[src/rtl/cms_ram.sv]
// ----------------------------------------------------------------------------
// cms_ram
// Generic single-write, single-read synchronous RAM with registered read.
// ----------------------------------------------------------------------------
module cms_ram #(
  parameter int WIDTH = 64,
  parameter int DEPTH = 64
) (
  input  logic                     clk,
  input  logic                     we,
  input  logic [$clog2(DEPTH)-1:0] waddr,
  input  logic [WIDTH-1:0]         wdata,
  input  logic [$clog2(DEPTH)-1:0] raddr,
  output logic [WIDTH-1:0]         rdata
);

  logic [WIDTH-1:0] mem [DEPTH];

  always_ff @(posedge clk) begin
    if (we) begin
      mem[waddr] <= wdata;
    end
    rdata <= mem[raddr];
  end

endmodule

[config.mk]
export PLATFORM = sky130hd
export DESIGN_NAME = cms_ram
export DESIGN_NICKNAME = d
export VERILOG_FILES = /design/src/rtl/cms_ram.sv
export SDC_FILE = /design/constraint.sdc
export NUM_CORES = 2
export LEC_CHECK = 0
export BUFFER_PORTS_ARGS = -buffer_cell sky130_fd_sc_hd__buf_2
export CORE_MARGIN = 2
export CORE_UTILIZATION = 40
export CTS_CLUSTER_SIZE = 10
export DETAILED_ROUTE_END_ITERATION = 6
export GPL_TIMING_DRIVEN = 1
export SETUP_SLACK_MARGIN = 0.15
export SLEW_MARGIN = 25
export SYNTH_ARGS = -nofsm -noshare
export SYNTH_HDL_FRONTEND = slang
export SYNTH_SLANG_ARGS = --single-unit
export TNS_END_PERCENT = 30
[constraint.sdc]
create_clock -name clk -period 8.2 [get_ports clk]
set_input_delay 0.82 -clock clk [delete_from_list [all_inputs] [get_ports clk]]
set_output_delay 0.82 -clock clk [all_outputs]
set_load 0.02 [all_outputs]
==> results.sh <==
export IMPL_status="finished clean"
export IMPL_use_met1=0.301
export IMPL_crit_path_top_delay_cell="buf_4"
export IMPL_worst_slew_pin_transition_ps=1170
export IMPL_postSynthCellCount=6598
export IMPL_core_area_um2=389000
export IMPL_wirelength_um=435000
export IMPL_grtUsageTotal=0.217
export IMPL_dp_hpwl_um=231000
export IMPL_clockBufferDepth=4
export IMPL_h_tree_depth=5
export IMPL_pin_count=142
export IMPL_clkSlewWorstSetupHoldPaths_ps=60
export IMPL_cts_resized=0
export IMPL_r2r_start="mem[59][35]"
export IMPL_peakVddDrop_v=0.000196
export IMPL_remaining_drc_errors=0
export IMPL_fin_tns_setup_ps=0
export IMPL_maxSlewHeadroom=0.216
export IMPL_finalPower_mw=44.3
export IMPL_detail_route_antenna_nets=0
export IMPL_hold_buffers=0
export IMPL_syn_area_um2=156000
export IMPL_hold_violations=0
export IMPL_period_share=0.456
export IMPL_fin_cells=12600
export IMPL_start_util=0.402
export IMPL_nNetsFinal=7116
export IMPL_cts_root_buf="clkbuf_16"
export IMPL_rsz0062_at_grt="no"
export IMPL_final_area_um2=178000
export IMPL_yosys_most_used_dff="edfxtp_1"
export IMPL_ys_seq_area_frac=0.795
export IMPL_critPathMaxFanout=57
export IMPL_grt_pass1_vias=76300
export IMPL_die_height_um=629
export IMPL_busiest_layer="met2"
export IMPL_grt_use_met2=0.356
export IMPL_die_width_um=629
export IMPL_arrival_ps=4570
export IMPL_path_cells="buf_8 -> buf_4 -> buf_4 -> mux4_2 -> mux2i_1 -> nand2_1 -> a31oi_1 -> a211oi_1"
export IMPL_crit_start="raddr[2]"
export IMPL_firstDrtPassIters=5
export IMPL_dp_cells=11800
export IMPL_clk_latency_ps=1000
export IMPL_synth_async_reset_ratio=0
export IMPL_placed_area_um2=165000
export IMPL_syn_nets=6676
export IMPL_power_density_nw_per_um2=248
export IMPL_ff2ff_path_depth=5
export IMPL_numCtsBuffers=458
export IMPL_max_stage_delay_ps=870
export IMPL_grt_start_max_net_pins=99
export IMPL_wl_per_cell_um=34.6
export IMPL_r2r_slack_ps=5990
export IMPL_r2r_end="rdata[35]"
export IMPL_layout_setup_ws_ps=4460
export IMPL_use_met3=0.0342
export IMPL_portBuffers=141
export IMPL_pre_cts_slack_ps=3490
export IMPL_endpoint="rdata[31]"
export IMPL_syn_to_final_growth_pct=14.0
export IMPL_worstSetupPathType="primary input to register"
export IMPL_cpMostUsedCell="buf_4"
export IMPL_skew_ps=63.5
export IMPL_avgSynthCellArea_um2=23.7
export IMPL_setup_viol=0
export IMPL_overflow=0
export IMPL_ys_seq_elements=4160
export IMPL_core_rowCount=229
export IMPL_drv_cap=0
export IMPL_layout_drive_gt1_share=0.268
export IMPL_period_needed_ps=3740
export IMPL_grt_pass1_wl_um=605000
export IMPL_post_cts_buffers=0
export IMPL_gp_congestion=0.769
export IMPL_leakage_nw=54.9
export IMPL_synth_edf_count=4096
export IMPL_cts_tree="built"
export IMPL_antenna_found_initial=36
export IMPL_ys_types=33
export IMPL_ys_warn_count=0
export IMPL_min_path_type="primary input to register"
export IMPL_drv_slew=0
export IMPL_cts_sinks=4160
export IMPL_viasPerCell=6.01
export IMPL_end_kind="register"
export IMPL_drt_iter0_markers=10200
export IMPL_num_vias=75600
export IMPL_start_kind="primary input"
export IMPL_max_freq_mhz=268
export IMPL_die_area_um2=396000
export IMPL_cp_required_ps=9030
[state kept, by name, summed over array words and instances (netlist names)]
register / count
mem: 4096
rdata: 64
[layer usage]
metal  routed length, um  vias to the layer above  share of wire
met5                  41                        -       0.000094
met4               13400                        6          0.031
met3               35500                      701          0.082
met2              213000                     3719           0.49
met1              173000                    41800           0.40
li1                    -                    29400              -
[worst min path at each step]
stage	startpoint	to	slack, ps	depth (start not counted)
after floorplan	mem[30][61]	rdata[61]	790	4
final	wdata[36]	mem[31][36]	250	1
after detailed placement	mem[38][42]	rdata[42]	810	4
after global routing	wdata[36]	mem[31][36]	220	1
after global placement	mem[39][10]	rdata[10]	830	4
after CTS	wdata[11]	mem[8][11]	300	1
[cell usage in the layout, fill, tap and decap left out, types with 64 or more instances in the layout]
cell | netlist | routed
a22o_1 | 88 | 88
a22oi_1 | 168 | 168
and3_1 | 64 | 64
buf_2 | 170 | 89
buf_4 | 34 | 190
clkbuf_1 | 140 | 302
clkbuf_16 | 0 | 462
dfxtp_1 | 64 | 64
edfxtp_1 | 4096 | 4096
mux2i_1 | 135 | 135
mux4_2 | 1024 | 1024
nor2_4 | 0 | 65
o22ai_1 | 83 | 83
[Yosys cell counts (3+ instances only)]
cell	number	area, um^2
buf_2	170	851
nand2b_1	11	68.8
nand2_1	58	218
inv_1	19	71.3
a31oi_1	18	113
nor2b_1	28	175
buf_6	6	67.6
or3_1	29	181
a211oi_1	63	473
clkbuf_1	140	526
buf_1	20	75.1
nand3_1	45	225
edfxtp_1	4096	123000
nor2_1	112	420
a22oi_1	168	1260
or2_2	28	175
dfxtp_1	64	1280
a2bb2oi_1	19	166
a41oi_1	26	228
and2_1	3	18.8
o221ai_1	38	333
and3_1	64	400
buf_4	34	255
mux2i_1	135	1350
mux4_2	1024	23100
o22ai_1	83	519
a22o_1	88	771
[critical path, delay by kind of cell]
family / cells / cell delay, ps
compound gates: 2 / 690
buf+inv: 3 / 2110
mux: 2 / 620
simple gates: 1 / 80
[logic make-up (layout without fill, tap and decap cells)]
kind of cell | count (synthesis) | count (layout) | synth area share
other cells | 0 | 10 | 0
compound gates | 504 | 504 | 0.0248
flops | 4160 | 4160 | 0.795
simple gates | 386 | 386 | 0.0124
buf+inv | 389 | 1166 | 0.0118
mux | 1159 | 1159 | 0.156
[per-stage QoR]
| step | utilization | hold WS [ps] |
|---|---|---|
| after global routing | 0.458 | 222 |
| final | 0.458 | 246 |
| after CTS | 0.457 | 303 |
| after floorplan | - | 788 |
| after global placement | 0.422 | 825 |
| after detailed placement | 0.423 | 806 |
[cell type report]
type	count	area [um^2]
inverter	19	71.3
tap	5197	6500
clock buffer	766	12700
clock inverter	31	562
fill	32000	211000
sequential	4160	124000
multi-input combinational	2049	30800
timing repair buffer	350	3340
antenna	10	25.0
[power by group]
group / internal, mW / total [mW] / leakage, nW / switching [mW]
logic: 0.736 / 2.04 / 11.2 / 1.31
clock network: 10.5 / 18.6 / 6.31 / 8.03
registers: 23.6 / 23.7 / 37.4 / 0.104
No activity file was read; power rests on OpenSTA's default activity.
