[config.mk]
export PLATFORM = sky130hd
export DESIGN_NAME = cms_mag
export DESIGN_NICKNAME = d
export VERILOG_FILES = /design/src/rtl/cms_pkg.sv /design/src/rtl/cms_mag.sv
export SDC_FILE = /design/constraint.sdc
export NUM_CORES = 1
export LEC_CHECK = 0
export BUFFER_PORTS_ARGS = -buffer_cell sky130_fd_sc_hd__buf_2
export CAP_MARGIN = 20
export CORE_MARGIN = 2
export CORE_UTILIZATION = 72
export CTS_BUF_LIST = sky130_fd_sc_hd__clkbuf_8
export DETAILED_ROUTE_END_ITERATION = 7
export HOLD_SLACK_MARGIN = 0.15
export PLACE_DENSITY = 0.95
export SLEW_MARGIN = 10
export SYNTH_ARGS = -nofsm -noshare
export SYNTH_HDL_FRONTEND = slang
export SYNTH_SLANG_ARGS = --single-unit
[constraint.sdc]
create_clock -name clk -period 19.6 [get_ports clk]
set_input_delay 3.92 -clock clk [delete_from_list [all_inputs] [get_ports clk]]
set_output_delay 3.92 -clock clk [all_outputs]
set_load 0.02 [all_outputs]
[src/rtl/cms_pkg.sv]
// ----------------------------------------------------------------------------
// cms_pkg
// Shared types and constants for the complex magnitude sorter.
// ----------------------------------------------------------------------------
package cms_pkg;

  localparam int DATA_W        = 16;
  localparam int KEY_W         = 32;
  localparam int ENTRY_W       = 2 * DATA_W + KEY_W;
  localparam int MAX_ITEMS_DEF = 64;

  // one stored number, key in the low bits
  typedef struct packed {
    logic signed [DATA_W-1:0] re;
    logic signed [DATA_W-1:0] im;
    logic [KEY_W-1:0]         key;
  } entry_t;

  typedef enum logic [5:0] {
    S_IDLE  = 6'b000001,
    S_KEY   = 6'b000010,
    S_CMP   = 6'b000100,
    S_PLACE = 6'b001000,
    S_OUT   = 6'b010000,
    S_FLUSH = 6'b100000
  } state_t;

endpackage

[src/rtl/cms_mag.sv]
// ----------------------------------------------------------------------------
// cms_mag
// Two-stage squared magnitude: registered squares, then registered sum.
// ----------------------------------------------------------------------------
module cms_mag import cms_pkg::*; (
  input  logic                     clk,
  input  logic                     rst,
  input  logic                     go,
  input  logic signed [DATA_W-1:0] re,
  input  logic signed [DATA_W-1:0] im,
  output logic                     key_valid,
  output logic [KEY_W-1:0]         key
);

  logic signed [2*DATA_W-1:0] prod_re;
  logic signed [2*DATA_W-1:0] prod_im;
  logic [KEY_W-1:0]           sq_re;
  logic [KEY_W-1:0]           sq_im;
  logic                       sq_valid;

  assign prod_re = re * re;
  assign prod_im = im * im;

  always_ff @(posedge clk) begin
    if (rst) begin
      sq_valid  <= 1'b0;
      key_valid <= 1'b0;
    end else begin
      sq_valid  <= go;
      key_valid <= sq_valid;
    end
  end

  // squares are at most 2^30, so their sum fits 32 bits unsigned
  always_ff @(posedge clk) begin
    sq_re <= KEY_W'(unsigned'(prod_re));
    sq_im <= KEY_W'(unsigned'(prod_im));
    key   <= sq_re + sq_im;
  end

endmodule

==> summary.md <==
| Metric | Value |
|---|---|
| First-pass GRT wire length | 78.4 mm |
| Async SR Flop Fraction | 0 |
| Antenna-violating nets left | 0 |
| H-tree depth | 3 |
| Fmax | 95.9 MHz |
| Worst path max stage delay | 0.76 ns |
| DR vias/cell | 5.69 |
| Fin area | 21700 sq um |
| Top cells by count, synth | inv_1, fa_1, ha_1 |
| Yosys cell types | 52 |
| Largest net degree at the start of global routing | 24 |
| Remaining Overflow, GRT | 0 |
| Clock tree sinks | 96 |
| Setup CP Type | in2reg |
| Ports | 68 |
| Post-CTS resize count | 0 |
| CTS Hold Bufs | 0 |
| Largest family of logic cells by synthesized area | adder cells |
| Drt wl/cell | 17.3 um |
| Hold Path Class | reg2reg |
| RSZ-0062 raised after global routing | no |
| Clock root buffer | clkbuf_8 |
| CTS tree | yes |
| Cell taking the most area after synthesis | fa_1 |
| Antenna violations before repair | 0 |
| Final Wtd Congestion | 0.940 |
| Final WL | 45.5 mm |
| Fillers | 1762 |
| Syn. warnings | 0 |
| Die W | 174 um |
| Share of layout cells above drive strength 1 | 0.0463 |
| Die Y | 174 um |
| Initial Util | 0.729 |
| Slew Viols, Final | 0 |
| Critical-path top delay cell | fa_1 |
| Final setup vio count | 0 |
| CP dominant cell by count | fa_1 |
| Final min period | 10.43 ns |
| Synth area leaders | fa_1, ha_1, inv_1 |
| Post-synth EDFFs | 0 |
| Worst-Skew Late Latency | 0.38 ns |
| Final count of hold timing violations | 0 |
| Synth Flop Type | dfxtp_1 |
| Max Cap Viol | 0 |
| Layout Nets | 2955 |
| Critical Path RT | 19.92 ns |
| Synth top area share | 0.449 |
| Util after Layout | 0.759 |
| Synth Register Bits | 96 |
| Vias in the first global route | 17500 |
| Tightest Pin Transition | 0.888 ns |
| Vias | 15000 |
| Most common cell in the netlist | inv_1 |
| GR Util All Layers | 0.321 |
| Row cnt | 62 |
| Critical-path cell list | buf_2, inv_1, nor2_1, fa_1, fa_1, fa_1, fa_1, fa_1, inv_1, fa_1, inv_1, ha_1, a21o_1, a21o_1, a21oi_1, nand3_1, o31ai_1, o31ai_1, or4_1, nand3_1 |
| Status | finished, final reports clean |
| Core Area | 28600 sq um |
| Post-Syn Nets | 2924 |
| Cells after synthesis | 2211 |
| Setup_tns | 0 ns |
| Die area | 30400 sq um |
| Setup Buffers After CTS | 0 |
| Post-synthesis compound-gate area fraction | 0.0635 |
| Inserted Clock Buffers | 9 |
| Layout area overhead | 4.08% |
| Worst path arrival time | 10.75 ns |
| DP HPWL | 38.1 mm |
| Detailed Routing Iterations Pass 1 | 6 |
| Clock tree buffer depth | 2 |
| ANT cells | 0 |
| DRC Markers | 0 |
| CP top delay family | adder cells |
| Fin crit share | 0.532 |
| Nature of the critical path endpoint | flop |
| Post-synthesis xor/xnor area fraction | 0.0457 |
| Clock Skew | 0.0111 ns |
| Highest net fanout along the worst path | 17 |
| Slew HR | 0.403 |
| 1st-iter DRT viols | 803 |
| Port Buffers | 67 |
| DP Area | 21500 sq um |
| Post-synthesis mux area share | 0.000959 |
| Syn Std Cell Area | 20900 sq um |
| Post-Synth Adder-Cell Area | 0.575 |
| Reg clk slew, reported paths | 0.10 ns |
| CP Buf/Inv Count | 4 |
| Syn avg cell area | 9.44 sq um |
| Register area share after synthesis | 0.0920 |
| Startpoint types | primary input |
| Synth Area in Simple Gates | 0.0977 |
## per-stage QoR
stage,instances,hold slack (ns),setup slack [ns]
after floorplan,2211,0.414,9.72
after global placement,2615,0.429,9.16
after detailed placement,2615,0.432,8.85
after CTS,2631,0.461,9.22
after global routing,2631,0.470,8.84
final,2631,0.457,9.17
## logic make-up after synthesis
| kind of cell | Yosys count |
|---|---|
| XOR/XNOR | 109 |
| flip-flops | 96 |
| adder cells (fa/ha/maj) | 678 |
| AO/OA/AOI/OAI | 201 |
| buffers and inverters | 698 |
| multiplexers | 2 |
| AND/OR/NAND/NOR | 427 |
## cell usage in the layout, fill, tap and decap left out, types with 64 or more instances in the layout
| cell | Yosys | routed |
|---|---|---|
| xnor2_1 | 85 | 85 |
| a21oi_1 | 64 | 64 |
| nor2_1 | 81 | 81 |
| fa_1 | 468 | 468 |
| buf_2 | 0 | 67 |
| and2_1 | 82 | 82 |
| nand2_1 | 161 | 161 |
| dfxtp_1 | 96 | 96 |
| ha_1 | 210 | 210 |
| inv_1 | 649 | 649 |
## per-layer routing
metal	wire, um	track usage
met5	0	0
met4	2480	0.166
met3	2840	0.0503
met2	24000	0.579
met1	16200	0.370
## cell type report
class,count,area (sq um),area share
Inverter,651,2440,0.112
Clock inverter,7,88.8,0.00409
Sequential cell,96,1920,0.0884
Clock buffer,9,124,0.00570
Tap cell,384,480,0.0221
Timing Repair Buffer,67,335,0.0154
Multi-Input combinational cell,1417,16300,0.752
## sequential cells by signal (all words and copies together), names as in the netlist
register,count
key,32
sq_im,31
sq_re,31
key_valid,1
sq_valid,1
## final timing paths
check	startpoint	slack (ns)	endpoint	depth (start not counted)
worst min-delay path	sq_valid	0.46	key_valid	1
worst max-delay path	re[15]	9.17	sq_re[31]	20
worst min register to register	sq_valid	0.46	key_valid	1
worst max register to register	sq_re[10]	16.53	key[28]	9
Power is not shown: default switching activity piles up to over one toggle a cycle in this logic, so the estimate is an artifact.
